### config.mk
export PLATFORM = sky130hd
export DESIGN_NAME = gpa_table_ram
export DESIGN_NICKNAME = d
export VERILOG_FILES = /design/src/sv/gpa_pkg.sv /design/src/sv/gpa_table_ram.sv
export SDC_FILE = /design/constraint.sdc
export NUM_CORES = 2
export LEC_CHECK = 0
export BUFFER_PORTS_ARGS = -buffer_cell sky130_fd_sc_hd__buf_2
export CAP_MARGIN = 20
export CORE_ASPECT_RATIO = 1.1
export CORE_MARGIN = 3
export CORE_UTILIZATION = 65
export CTS_CLUSTER_DIAMETER = 60
export DETAILED_ROUTE_END_ITERATION = 8
export PLACE_DENSITY = 0.81
export SLEW_MARGIN = 20
export SYNTH_ARGS = -nofsm -noshare
export SYNTH_HDL_FRONTEND = slang
export SYNTH_SLANG_ARGS = --single-unit
### constraint.sdc
create_clock -name clk -period 3.55 [get_ports clk]
set_input_delay 0.1775 -clock clk [delete_from_list [all_inputs] [get_ports clk]]
set_output_delay 0.1775 -clock clk [all_outputs]
set_load 0.01 [all_outputs]
### src/sv/gpa_pkg.sv
// Shared types and constants of the GF(256) parity accumulator.
package gpa_pkg;

  localparam int DEF_MAX_ROWS   = 8;
  localparam int DEF_MAX_LENGTH = 1024;
  localparam int TABLE_BYTES    = 32;
  localparam int ROW_FW         = 3;
  localparam int TIDX_FW        = 5;
  localparam int OFF_FW         = 10;
  localparam int BYTE_W         = 8;
  localparam int CNT_W          = 4;
  localparam logic [CNT_W-1:0] ACTIVE_ROWS_RST = 4'd1;

  typedef enum logic [1:0] {
    OP_LOAD   = 2'd0,
    OP_PRESET = 2'd1,
    OP_ACCUM  = 2'd2,
    OP_READ   = 2'd3
  } op_t;

  typedef enum logic {
    ST_IDLE,
    ST_RUN
  } state_t;

  typedef struct packed {
    logic rd_en;
    logic wr_en;
  } mem_ctl_t;

endpackage

### src/sv/gpa_table_ram.sv
// Nibble product table memory: one write port, two registered read ports.
module gpa_table_ram
  import gpa_pkg::*;
#(
  parameter int DEPTH  = DEF_MAX_ROWS * TABLE_BYTES,
  parameter int ADDR_W = $clog2(DEF_MAX_ROWS * TABLE_BYTES)
) (
  input  logic              clk,
  input  mem_ctl_t          ctl,
  input  logic [ADDR_W-1:0] wr_addr,
  input  logic [BYTE_W-1:0] wr_data,
  input  logic [ADDR_W-1:0] rd_addr_lo,
  input  logic [ADDR_W-1:0] rd_addr_hi,
  output logic [BYTE_W-1:0] rd_data_lo,
  output logic [BYTE_W-1:0] rd_data_hi
);

  logic [BYTE_W-1:0] mem [DEPTH];

  always_ff @(posedge clk) begin
    if (ctl.wr_en) begin
      mem[wr_addr] <= wr_data;
    end
  end

  always_ff @(posedge clk) begin
    if (ctl.rd_en) begin
      rd_data_lo <= mem[rd_addr_lo];
      rd_data_hi <= mem[rd_addr_hi];
    end
  end

endmodule

==> results.json <==
{
  "peakVddDrop_uv": 507,
  "hold_viol_final": 0,
  "vias": 59800,
  "cellPowerDensity_nw_per_um2": 485,
  "worstSkewPairLatency_ns": 0.86,
  "postCtsSetupBuffers": 0,
  "synth_area_per_cell_um2": 20.0,
  "synth_most_common_cell": "edfxtp_1",
  "cp_max_fo": 21,
  "r2r_start": "mem[18][1]$_DFFE_PP_",
  "rsz0062_at_grt": "no",
  "start_util_pct": 65.6,
  "period_minus_slack_ns": 2.98,
  "grt_max_degree": 161,
  "crit_path_end_kind": "register",
  "die_y_um": 411,
  "cpPeakStageDelay_ns": 0.78,
  "synth_fp_nets": 4882,
  "async_flop_share_pct": 0,
  "r2r_end": "rd_data_lo[1]$_DFFE_PP_",
  "cts_sinks": 2064,
  "relSlewSlack_pct": 21.2,
  "worstPathArrival_ns": 3.51,
  "top_layer": "met5",
  "holdCritPathClass": "primary input to register",
  "synth_enable_flop_cells": 2064,
  "final_area_um2": 109000,
  "final_max_slew_viol_count": 0,
  "nNetsFinal": 5310,
  "ant_nets": 0,
  "antenna_found_initial": 26,
  "synth_top_area_share_pct": 63.8,
  "worst_setup_path_start_kind": "primary input",
  "synth_cells": 4847,
  "m1WireLength_um": 95000,
  "finalCritPeriodShare_pct": 83.8,
  "r2r_cells": 6,
  "wl_um": 313000,
  "ys_warn_count": 0,
  "grt_overflow": 0,
  "layout-drive-gt1-share_pct": 36.9,
  "hold_path_depth": 1,
  "wl_per_cell_um": 42.2,
  "grt_pass1_vias": 59400,
  "drv_cap": 0,
  "fp-row-count": 148,
  "synth_cell_types": 64,
  "drtIter0Drc": 10800,
  "place_area_um2": 102000,
  "worstSetupStartpoint": "rd_addr_lo[0]",
  "synthFlopType": "edfxtp_1",
  "ys_ff_latch": 2064,
  "p_leak_nw": 35.0,
  "ioPinCount": 51,
  "synth_area_leaders": "edfxtp_1, mux4_2, mux2i_1",
  "cts_resized": 0,
  "wl_met3_um": 51800,
  "final_cells": 7413,
  "cts-htree-levels": 4,
  "drc": 0,
  "grt_pass1_wl_um": 442000,
  "worstPathRequired_ns": 4.09,
  "cts.clk_slew.worst_paths_ns": 0.06,
  "tightest_slew_ns": 1.18,
  "fmax_mhz": 336,
  "clockBufferDepth": 3,
  "met2_length_um": 141000,
  "die_area_um2": 154000,
  "critPathKind": "primary input to register",
  "hold_end": "mem[13][5]$_DFFE_PP_",
  "finalSetupViolCount": 0,
  "vias_per_cell": 8.06,
  "port-buffer-count": 50,
  "cts_made_buffers": 198,
  "core_area_um2": 148000,
  "area_growth_pct": 12.1,
  "hpwl_um": 200000,
  "synth_common_cells": "edfxtp_1, mux4_2, nor2_1, mux2i_1, clkbuf_1",
  "clockRootBuffer": "clkbuf_16",
  "cts_tree": "built",
  "critPathSlowestCell": "nor3_1",
  "gp_congestion": 0.997,
  "synth_top_area_cell": "edfxtp_1",
  "grtUsageTotal_pct": 41.1,
  "skew_ns": 0.0330,
  "die_x_um": 375,
  "crit_path_cell_trace": "buf_8 > buf_12 > buf_4 > buf_4 > mux4_2 > mux4_2 > nand2_1 > nand2_1 > nor3_1 > nor3_1",
  "synth_area_um2": 97100,
  "yosysSeqAreaShare_pct": 63.8,
  "reg2reg_slack_ns": 0.59,
  "placed_cells": 7019,
  "hold_start": "wr_data[5]",
  "outcome": "finished clean",
  "drtPass1Iterations": 9
}
[layout by cell type (no fill, tap or decap), types with 10 or more instances in the layout]
master,n
a211oi_1,28
a21oi_1,79
a221o_1,10
a221oi_1,32
a22o_1,22
a22oi_1,62
and2_1,12
buf_12,67
buf_2,33
buf_4,502
bufinv_16,17
clkbuf_1,37
clkbuf_16,203
clkinv_1,46
clkinv_2,36
diode_2,31
edfxtp_1,2064
mux2_2,38
mux2i_1,236
mux4_2,1051
nand2_1,114
nand2b_1,10
nand3_1,52
nand4_1,13
nor2_1,298
nor2b_1,27
nor3_1,20
o211ai_1,13
o21ai_0,34
o221ai_1,65
o22ai_1,48
o31ai_1,11
[critical path, delay by kind of cell]
| kind | cells | cell delay, ns |
|---|---|---|
| buffers and inverters | 4 | 1.15 |
| AND/OR/NAND/NOR | 4 | 1.08 |
| multiplexers | 2 | 1.04 |
[per-layer routing]
metal	track usage, %	vias to the layer above
met1	52.3	30200
li1	-	21900
met5	0	-
met2	61.1	6236
met4	24.6	20
met3	15.6	1404
[how the worst max path moves through the flow]
stage,end,slack (ns),depth (start not counted)
3_5_place_dp,rd_data_lo[4]$_DFFE_PP_,-0.16,10
5_1_grt,rd_data_hi[0]$_DFFE_PP_,0.55,6
2_1_floorplan,rd_data_hi[0]$_DFFE_PP_,1.19,9
4_1_cts,rd_data_lo[4]$_DFFE_PP_,0.51,7
6_report,rd_data_lo[6]$_DFFE_PP_,0.57,10
3_3_place_gp,rd_data_lo[4]$_DFFE_PP_,-0.13,10
[sequential cells by signal, indices dropped and copies added, names as in the netlist]
| signal | flops |
|---|---|
| mem | 2048 |
| rd_data_hi | 8 |
| rd_data_lo | 8 |
[repair_timing]
action / CTS / global route
endpoints found under the hold margin: 229 / 0
hold buffers: 5 / 0
setup endpoints to repair: 0 / 0
[kinds of logic (layout without fill, tap and decap cells)]
logic type | after synthesis | in the layout | share of synthesized area (%)
buf+inv | 401 | 986 | 2.73
flops | 2064 | 2064 | 63.8
mux | 1325 | 1325 | 27.2
other cells | 0 | 31 | 0
simple gates | 591 | 591 | 2.69
compound gates | 466 | 466 | 3.53
[cell type report]
class                           count  area, um2
Inverter                            6       26.3
Timing Repair Buffer              623       5540
Sequential cell                  2064      62000
Fill cell                        8026      39300
Tap cell                         1950       2440
Antenna cell                       31       77.6
Clock inverter                    117       1090
Clock buffer                      240       5220
Multi-Input combinational cell   2382      32500
[metrics by stage]
| step | utilization (%) | hold slack, ns | setup slack, ns | setup TNS, ns | power [W] |
|---|---|---|---|---|---|
| 2_1_floorplan | - | 0.276 | 1.19 | 0 | 0.0301 |
| 3_3_place_gp | 69.1 | 0.443 | -0.126 | -0.146 | 0.0320 |
| 3_5_place_dp | 69.1 | 0.444 | -0.155 | -0.231 | 0.0321 |
| 4_1_cts | 73.4 | 0.00928 | 0.509 | 0 | 0.0526 |
| 5_1_grt | 73.5 | 0.0466 | 0.554 | 0 | 0.0538 |
| 6_report | 73.5 | 0.0333 | 0.574 | 0 | 0.0528 |
[where the power goes]
part	total [W]	internal, W	switching, W
logic	0.00482	0.00191	0.00292
registers	0.0270	0.0269	0.0000884
clock network	0.0210	0.0117	0.00928
total	0.0528	0.0405	0.0123
Note: power is estimated with default switching activity, not from simulation.
